File: src/rtl/tgc_pkg.sv
// Shared types and constants for the touch gesture classifier.
// No dependencies; every module file imports this package.
package tgc_pkg;

  localparam int CoordBits   = 12;
  localparam int ThreshBits  = 12;
  localparam int TickBits    = 16;
  localparam int TapBits     = 32;
  localparam int CfgIdxBits  = 4;
  localparam int CfgDataBits = 16;

  localparam logic [TickBits-1:0]   LongPressTicksRst = TickBits'(20);
  localparam logic [ThreshBits-1:0] SwipeThresholdRst = ThreshBits'(30);

  localparam logic [CfgIdxBits-1:0] CfgIdxLongPress = CfgIdxBits'(0);
  localparam logic [CfgIdxBits-1:0] CfgIdxSwipe     = CfgIdxBits'(1);

  localparam logic KindPress   = 1'b0;
  localparam logic KindRelease = 1'b1;

  typedef enum logic [2:0] {
    EvStart = 3'd0,
    EvLong  = 3'd1,
    EvTap   = 3'd2,
    EvRight = 3'd3,
    EvLeft  = 3'd4,
    EvDown  = 3'd5,
    EvUp    = 3'd6
  } event_code_e;

  typedef struct packed {
    logic                 kind;
    logic [CoordBits-1:0] pos_x;
    logic [CoordBits-1:0] pos_y;
  } sample_t;

  typedef struct packed {
    event_code_e          event_code;
    logic [CoordBits-1:0] event_x;
    logic [CoordBits-1:0] event_y;
    logic [TapBits-1:0]   tap_total;
  } event_t;

  typedef struct packed {
    logic [CfgIdxBits-1:0]  index;
    logic [CfgDataBits-1:0] data;
  } cfg_wr_t;

  typedef struct packed {
    logic [TickBits-1:0]   long_press_ticks;
    logic [ThreshBits-1:0] swipe_min;
  } cfg_t;

endpackage

File: src/rtl/tgc_tracker.sv
// Touch state and gesture decision for one registered sample per cycle in which step_i is high.
// Depends on tgc_pkg.
module tgc_tracker
  import tgc_pkg::*;
(
  input  logic    clk_i,
  input  logic    rst_ni,
  input  logic    step_i,
  input  sample_t sample_i,
  input  cfg_t    cfg_i,
  output logic    res_valid_o,
  output event_t  res_o
);

  logic                 active_q, active_d;
  logic                 long_q, long_d;
  logic [TickBits-1:0]  held_q, held_d;
  logic [CoordBits-1:0] origin_x_q, origin_x_d;
  logic [CoordBits-1:0] origin_y_q, origin_y_d;
  logic [TapBits-1:0]   taps_q, taps_d;

  logic signed [CoordBits:0] dx, dy;
  logic [CoordBits:0]        ax_w, ay_w;
  logic [CoordBits-1:0]      ax, ay;
  logic [TickBits-1:0]       held_inc;
  event_code_e               code;

  assign dx   = $signed({1'b0, sample_i.pos_x}) - $signed({1'b0, origin_x_q});
  assign dy   = $signed({1'b0, sample_i.pos_y}) - $signed({1'b0, origin_y_q});
  assign ax_w = dx[CoordBits] ? (CoordBits+1)'(-dx) : dx;
  assign ay_w = dy[CoordBits] ? (CoordBits+1)'(-dy) : dy;
  assign ax   = ax_w[CoordBits-1:0];
  assign ay   = ay_w[CoordBits-1:0];

  assign held_inc = (held_q == '1) ? held_q : held_q + TickBits'(1);

  always_comb begin
    active_d    = active_q;
    long_d      = long_q;
    held_d      = held_q;
    origin_x_d  = origin_x_q;
    origin_y_d  = origin_y_q;
    taps_d      = taps_q;
    res_valid_o = 1'b0;
    code        = EvStart;
    if (step_i) begin
      if (sample_i.kind == KindPress) begin
        if (!active_q) begin
          active_d    = 1'b1;
          long_d      = 1'b0;
          held_d      = TickBits'(1);
          origin_x_d  = sample_i.pos_x;
          origin_y_d  = sample_i.pos_y;
          res_valid_o = 1'b1;
          code        = EvStart;
        end else begin
          held_d = held_inc;
          if (held_inc >= cfg_i.long_press_ticks && !long_q) begin
            long_d      = 1'b1;
            res_valid_o = 1'b1;
            code        = EvLong;
          end
        end
      end else if (active_q) begin
        res_valid_o = 1'b1;
        if (long_q) begin
          code = EvLong;
        end else if (ax < cfg_i.swipe_min && ay < cfg_i.swipe_min) begin
          code   = EvTap;
          taps_d = taps_q + TapBits'(1);
        end else if (ax >= ay) begin
          code = (!dx[CoordBits] && dx != '0) ? EvRight : EvLeft;
        end else begin
          code = (!dy[CoordBits] && dy != '0) ? EvDown : EvUp;
        end
        active_d   = 1'b0;
        long_d     = 1'b0;
        held_d     = '0;
        origin_x_d = '0;
        origin_y_d = '0;
      end
    end
  end

  always_ff @(posedge clk_i or negedge rst_ni) begin
    if (!rst_ni) begin
      active_q   <= 1'b0;
      long_q     <= 1'b0;
      held_q     <= '0;
      origin_x_q <= '0;
      origin_y_q <= '0;
      taps_q     <= '0;
    end else begin
      active_q   <= active_d;
      long_q     <= long_d;
      held_q     <= held_d;
      origin_x_q <= origin_x_d;
      origin_y_q <= origin_y_d;
      taps_q     <= taps_d;
    end
  end

  assign res_o.event_code = code;
  assign res_o.event_x    = sample_i.pos_x;
  assign res_o.event_y    = sample_i.pos_y;
  assign res_o.tap_total  = taps_d;

  a_long_needs_touch: assert property (@(posedge clk_i) disable iff (!rst_ni)
    long_q |-> active_q)
    else $error("long press flag set without an active touch");

  a_idle_count_clear: assert property (@(posedge clk_i) disable iff (!rst_ni)
    !active_q |-> held_q == '0)
    else $error("held count not clear while idle");

  a_tap_count_step: assert property (@(posedge clk_i) disable iff (!rst_ni)
    (taps_q != $past(taps_q)) |->
      (taps_q == $past(taps_q) + TapBits'(1)) &&
      $past(step_i && res_valid_o && res_o.event_code == EvTap))
    else $error("tap total moved without a tap event");

  a_idle_release_silent: assert property (@(posedge clk_i) disable iff (!rst_ni)
    (step_i && sample_i.kind == KindRelease && !active_q) |-> !res_valid_o)
    else $error("release while idle produced an event");

endmodule

File: config.mk
export PLATFORM = sky130hd
export DESIGN_NAME = tgc_tracker
export DESIGN_NICKNAME = d
export VERILOG_FILES = /design/src/rtl/tgc_pkg.sv /design/src/rtl/tgc_tracker.sv
export SDC_FILE = /design/constraint.sdc
export NUM_CORES = 1
export LEC_CHECK = 0
export BUFFER_PORTS_ARGS = -buffer_cell sky130_fd_sc_hd__buf_4
export CELL_PAD_IN_SITES_DETAIL_PLACEMENT = 1
export CELL_PAD_IN_SITES_GLOBAL_PLACEMENT = 2
export CORE_AREA = 5 5 154 156
export CTS_CLUSTER_SIZE = 25
export DETAILED_ROUTE_END_ITERATION = 6
export DIE_AREA = 0 0 159 161
export GPL_TIMING_DRIVEN = 0
export PLACE_DENSITY_LB_ADDON = 0.25
export SYNTH_ARGS = -nofsm -noshare
export SYNTH_HDL_FRONTEND = slang
export SYNTH_SLANG_ARGS = --single-unit
File: constraint.sdc
create_clock -name clk_i -period 5.4 [get_ports clk_i]
set_input_delay 0.54 -clock clk_i [delete_from_list [all_inputs] [get_ports clk_i]]
set_output_delay 0.54 -clock clk_i [all_outputs]
set_load 0.05 [all_outputs]
==> results.json, run 1 <==
{
  "outcome": "complete, but fails checks",
  "violations": "setup timing",
  "post-route-period-util": 1.03,
  "ys.flop_type": "dfrtp_1",
  "cts.sinks": 74,
  "ant_nets": 0,
  "diodes": 0,
  "grt_start_max_net_pins": 75,
  "pin_count": 116,
  "fin_skew_ns": 0.0114,
  "critPathMaxFanout": 6,
  "final_cell_mix": "buf_4, ha_1, nand2_1",
  "vdd_drop_max_mv": 0.203,
  "core_sq_um": 22200,
  "finalMaxSlewViolations": 0,
  "start_kind": "flop",
  "rr_startpoint": "origin_y_q[0]",
  "multi_input_area_sq_um": 5330,
  "critPathRequiredTime_ns": 4.86,
  "fin_cells": 1260,
  "numCtsBuffers": 9,
  "dp_cells": 1192,
  "min_period_ns": 5.58,
  "portBuffers": 115,
  "gr-total-overflow": 0,
  "timing_worst_setup_path_type": "reg2out",
  "syn-cell-area_sq_um": 6760,
  "wl_microns": 21300,
  "crit_end": "res_o[13]",
  "route.detailed.drc": 0,
  "power.leakage_uw": 0.00479,
  "grt_pass1_vias": 6482,
  "r2r_end": "taps_q[8]",
  "layout_commonest_cell": "buf_4",
  "regArea_sq_um": 1850,
  "cp.arrival_ns": 5.04,
  "cts_root_buf": "clkbuf_16",
  "synth_edf_count": 0,
  "synth-seq-area-share": 0.274,
  "maxCapViolations": 0,
  "finish.utilization": 0.446,
  "place_area_sq_um": 8360,
  "htree_levels": 3,
  "die_h_microns": 161,
  "cts_tree": "yes",
  "place_congestion": 0.791,
  "clk_pin_slew_ns": 0.06,
  "startpoint": "origin_y_q[0]",
  "clkLatencyLatePin_ns": 0.34,
  "regToRegSetupSlack_ns": 0.62,
  "area_growth_pct": 46.7,
  "num_rows": 55,
  "synth.avg_cell_area_sq_um": 8.53,
  "drt-vias-per-instance": 5.00,
  "p_per_area_nw_per_um2": 348,
  "dieArea_sq_um": 25600,
  "drive_gt1_frac": 0.345,
  "endpoint_kind": "output pin",
  "tightest_slew_ns": 1.02,
  "synth_cells": 792,
  "first_pass_iters": 4,
  "syn_nets": 930,
  "postLayoutCellArea_sq_um": 9910,
  "fillers": 2534,
  "cts_hold_buf": 0,
  "ys_ff_latch": 74,
  "min_path_type": "in2async",
  "vias": 6304,
  "finalSetupViolCount": 30,
  "power_uw": 3450,
  "setup_ws_ns": -0.178,
  "grt_use_total": 0.158,
  "drtIter0Drc": 165,
  "wl_per_cell_microns": 16.9,
  "initial_core_util": 0.304,
  "die_x_microns": 159,
  "place_hpwl_microns": 15800,
  "hold_viol": 0,
  "grt_first_pass_wirelength_microns": 34000,
  "rsz0062_at_grt": "yes",
  "num-nets-final": 1108,
  "synth.distinct_cells": 76,
  "fmax_mhz": 179,
  "relSlewSlack": 0.319,
  "dp_slack_ns": -1.60,
  "async_flop_share": 1.00,
  "r2r_cells": 20,
  "yosysWarnings": 0,
  "antenna_found_initial": 1,
  "clock_path_buffers": 2
}
report_power, final:
group	internal [uW]	total [uW]	leakage, uW	switching [uW]
Sequential	605	662	0.000999	56.3
Clock	410	669	0.000161	259
Combinational	927	2120	0.00363	1190
Total	1940	3450	0.00479	1510
per-stage QoR:
stage,hold WS [ns],TNS [ns]
global route,0.432,-11.10
global placement,0.462,-64.88
CTS,0.405,-6.04
finish,0.332,-2.85
floorplan,0.244,-0.230
detailed placement,0.472,-67.23
layer usage:
metal,up-vias,global-route usage,routed length (microns)
met5,-,0,7
met4,2,0.0333,272
met3,21,0.0352,820
met2,89,0.269,10500
met1,3043,0.206,9720
li1,3149,-,-
worst min-delay path by stage:
stage / start / to / slack, ns / cells past startpoint
6_report: rst_ni / origin_x_q[11] / 0.33 / 1
3_3_place_gp: origin_y_q[3] / origin_y_q[3] / 0.46 / 2
5_1_grt: rst_ni / origin_x_q[10] / 0.43 / 1
3_5_place_dp: origin_y_q[2] / origin_y_q[2] / 0.47 / 2
4_1_cts: rst_ni / origin_x_q[10] / 0.40 / 1
2_1_floorplan: rst_ni / active_q / 0.24 / 0
flip-flops by register name, summed over array words and instances, names as in the netlist:
| name | cells |
|---|---|
| long_q | 1 |
| taps_q | 32 |
| origin_x_q | 12 |
| active_q | 1 |
| origin_y_q | 12 |
| held_q | 16 |
cell families after synthesis:
logic type               share of synthesized area
AO/OA/AOI/OAI                                0.195
flip-flops                                   0.274
buffers and inverters                       0.0824
AND/OR/NAND/NOR                              0.190
adder cells (fa/ha/maj)                      0.154
multiplexers                               0.00944
XOR/XNOR                                    0.0946
cells in the mapped netlist, drive strengths merged, types with 8 or more instances:
cell,n,area (sq um)
a21oi,31,163
o21ai,53,265
a22o,9,78.8
a21o,18,135
xor2,15,131
ha,80,1000
a211oi,9,67.6
nand4,20,125
xnor2,58,508
nand2b,15,93.8
nor3,15,80.1
nand2,84,315
clkbuf,14,52.6
inv,78,293
and3,8,50.1
nand3,31,160
dfrtp,74,1850
o21a,8,61.3
nor2,39,146
buf,29,211
worst max-delay path, stage by stage, from the launching register on:
cell and delay [ns]:
dfrtp_1 0.39, ha_4 0.15, inv_2 0.03, fa_2 0.35, a211o_4 0.37, and4_4 0.20
a2111oi_4 0.39, o211ai_4 0.20, o41ai_2 0.41, xnor2_2 0.20, ha_1 0.28, o21ai_1 0.07
nand2b_1 0.08, a211oi_2 0.30, o21ai_4 0.18, buf_6 0.17, nor3_4 0.23, nand4_1 0.26
xnor2_4 0.25, buf_6 0.18
area by class of cell:
class	count	area share
sequential	74	0.187
clock inverter	7	0.0101
timing repair buffer	167	0.149
clock buffer	9	0.0227
buffer	43	0.0279
multi-input combinational	597	0.538
tap	285	0.0360
inverter	78	0.0298
what timing repair did:
action,in CTS,in global routing
setup endpoints to repair,66,35
resized for setup,108,54
cloned,1,0
setup buffers,29,22
pin swaps,37,46
Power figures use the tool's default switching activity.
==> inputs of run 2 (changes only) <==
CORE_AREA = 2 2 151 153   (was 5 5 154 156)
DIE_AREA = 0 0 153 155   (was 0 0 159 161)
==> results.json, run 2 (same netlist as run 1, synthesis figures left out) <==
{
  "area_growth_pct": 46.0,
  "finalMaxSlewViolations": 0,
  "wl_met3_microns": 751,
  "met1_length_microns": 9580,
  "cp.arrival_ns": 5.19,
  "drt-vias-per-instance": 4.99,
  "dieArea_sq_um": 23700,
  "clkLatencyLatePin_ns": 0.34,
  "slowest_delay_ns": 0.39,
  "grt_first_pass_wirelength_microns": 33700,
  "fmax_mhz": 175,
  "vdd_drop_max_mv": 0.197,
  "maxCapViolations": 0,
  "htree_levels": 3,
  "largest_register": "taps_q",
  "min_period_ns": 5.73,
  "start_kind": "input pin",
  "fin_skew_ns": 0.0120,
  "wl_microns": 21100,
  "place_area_sq_um": 8360,
  "violations": "setup timing",
  "clk_pin_slew_ns": 0.07,
  "tightest_slew_ns": 1.01,
  "crit_top_cell": "buf_6",
  "first_pass_iters": 4,
  "drtIter0Drc": 165,
  "r2r_end": "taps_q[24]",
  "dr.max_layer_used": "met4",
  "clock_path_buffers": 2,
  "pin_count": 116,
  "power.leakage_uw": 0.00473,
  "post-route-period-util": 1.06,
  "die_x_microns": 153,
  "whs_ns": 0.347,
  "cts.sinks": 74,
  "place_congestion": 0.781,
  "route.met2.wl_microns": 10400,
  "portBuffers": 115,
  "critPathMaxFanout": 6,
  "hold_viol": 0,
  "wl_per_cell_microns": 16.8,
  "endpoint_kind": "output pin",
  "gr-total-overflow": 0,
  "grt_use_total": 0.174,
  "path_buf_inv": 7,
  "place_hpwl_microns": 15600,
  "postLayoutCellArea_sq_um": 9870,
  "rr_startpoint": "origin_y_q[0]",
  "cp_top_family": "compound AO/OA/AOI/OAI gates",
  "min_path_type": "in2async",
  "reg_top3": "taps_q (32), held_q (16)",
  "cp_slowest_cell": "a211o_4",
  "finish.utilization": 0.444,
  "num-nets-final": 1107,
  "setup_ws_ns": -0.325,
  "route.detailed.drc": 0,
  "relSlewSlack": 0.330,
  "dp_slack_ns": -1.56,
  "die_h_microns": 155,
  "ant_nets": 0,
  "cts_root_buf": "clkbuf_16",
  "r2r_cells": 25,
  "outcome": "complete, but fails checks",
  "finalSetupViolCount": 33,
  "drive_gt1_frac": 0.344,
  "cts_tree": "yes",
  "grt_start_max_net_pins": 75,
  "layout_commonest_cell": "buf_4",
  "grt_pass1_vias": 6599,
  "timing_worst_setup_path_type": "in2out",
  "antenna_found_initial": 2,
  "largest_reg_flops": 32,
  "core_sq_um": 22200,
  "numCtsBuffers": 9,
  "critPathRequiredTime_ns": 4.86,
  "initial_core_util": 0.304,
  "cts_hold_buf": 0,
  "final_cell_mix": "buf_4, ha_1, nand2_1",
  "regToRegSetupSlack_ns": 0.50,
  "vias": 6287,
  "rsz0062_at_grt": "yes",
  "power_uw": 3500,
  "num_rows": 55,
  "p_per_area_nw_per_um2": 355
}
==> run 2: changes by cell type in the layout (fill, tap and decap cells not counted), moves of 2 or more <==
cell,previous run,this run
nand2_4,7,4
inv_6,3,0
diode_2,0,2
ha_1,78,76
nand2_2,1,5
o21ai_2,1,3
buf_4,140,142
buf_6,46,44
==> run 2: area by class of cell <==
| class | instances | area [sq um] |
|---|---|---|
| Clock buffer | 10 | 229 |
| Tap cell | 285 | 357 |
| Timing Repair Buffer | 167 | 1460 |
| Clock inverter | 5 | 104 |
| Buffer | 42 | 270 |
| Multi-Input combinational cell | 597 | 5290 |
| Inverter | 78 | 295 |
| Sequential cell | 74 | 1850 |
| Fill cell | 2520 | 12400 |
| Antenna cell | 2 | 5.00 |
==> run 2: worst max path at each step <==
stage	start	to	slack [ns]	cells past startpoint
3_5_place_dp	sample_i[0]	res_o[10]	-1.56	23
5_1_grt	origin_x_q[2]	res_o[13]	-0.57	21
4_1_cts	origin_y_q[0]	res_o[20]	-0.19	23
6_report	sample_i[0]	res_o[13]	-0.33	25
3_3_place_gp	sample_i[0]	res_o[10]	-1.59	23
2_1_floorplan	sample_i[0]	res_o[10]	-0.06	21
==> run 2: power breakdown <==
part / leakage (uW) / switching, uW / internal, uW / total (uW)
Sequential: 0.000999 / 54.4 / 606 / 660
Combinational: 0.00356 / 1200 / 949 / 2150
Clock: 0.000163 / 242 / 449 / 691
Total: 0.00473 / 1500 / 2000 / 3500
==> run 2: stage by stage <==
step                instances  setup TNS [ns]
finish                   1260           -6.36
global route             1259          -14.99
floorplan                 792          -0.230
detailed placement       1192          -63.20
global placement         1192          -66.06
CTS                      1235           -3.07
==> run 2: repair_timing <==
item / CTS / global route
endpoints found under the setup margin: 66 / 35
gates cloned: 1 / 0
pin swaps: 32 / 29
gates resized for setup: 115 / 43
setup buffers: 28 / 24
==> run 2: metal layers <==
layer  up-vias  GRT usage
met1      3033      0.223
met4         0     0.0547
met3        21     0.0329
met2        99      0.299
li1       3134          -
met5         -          0
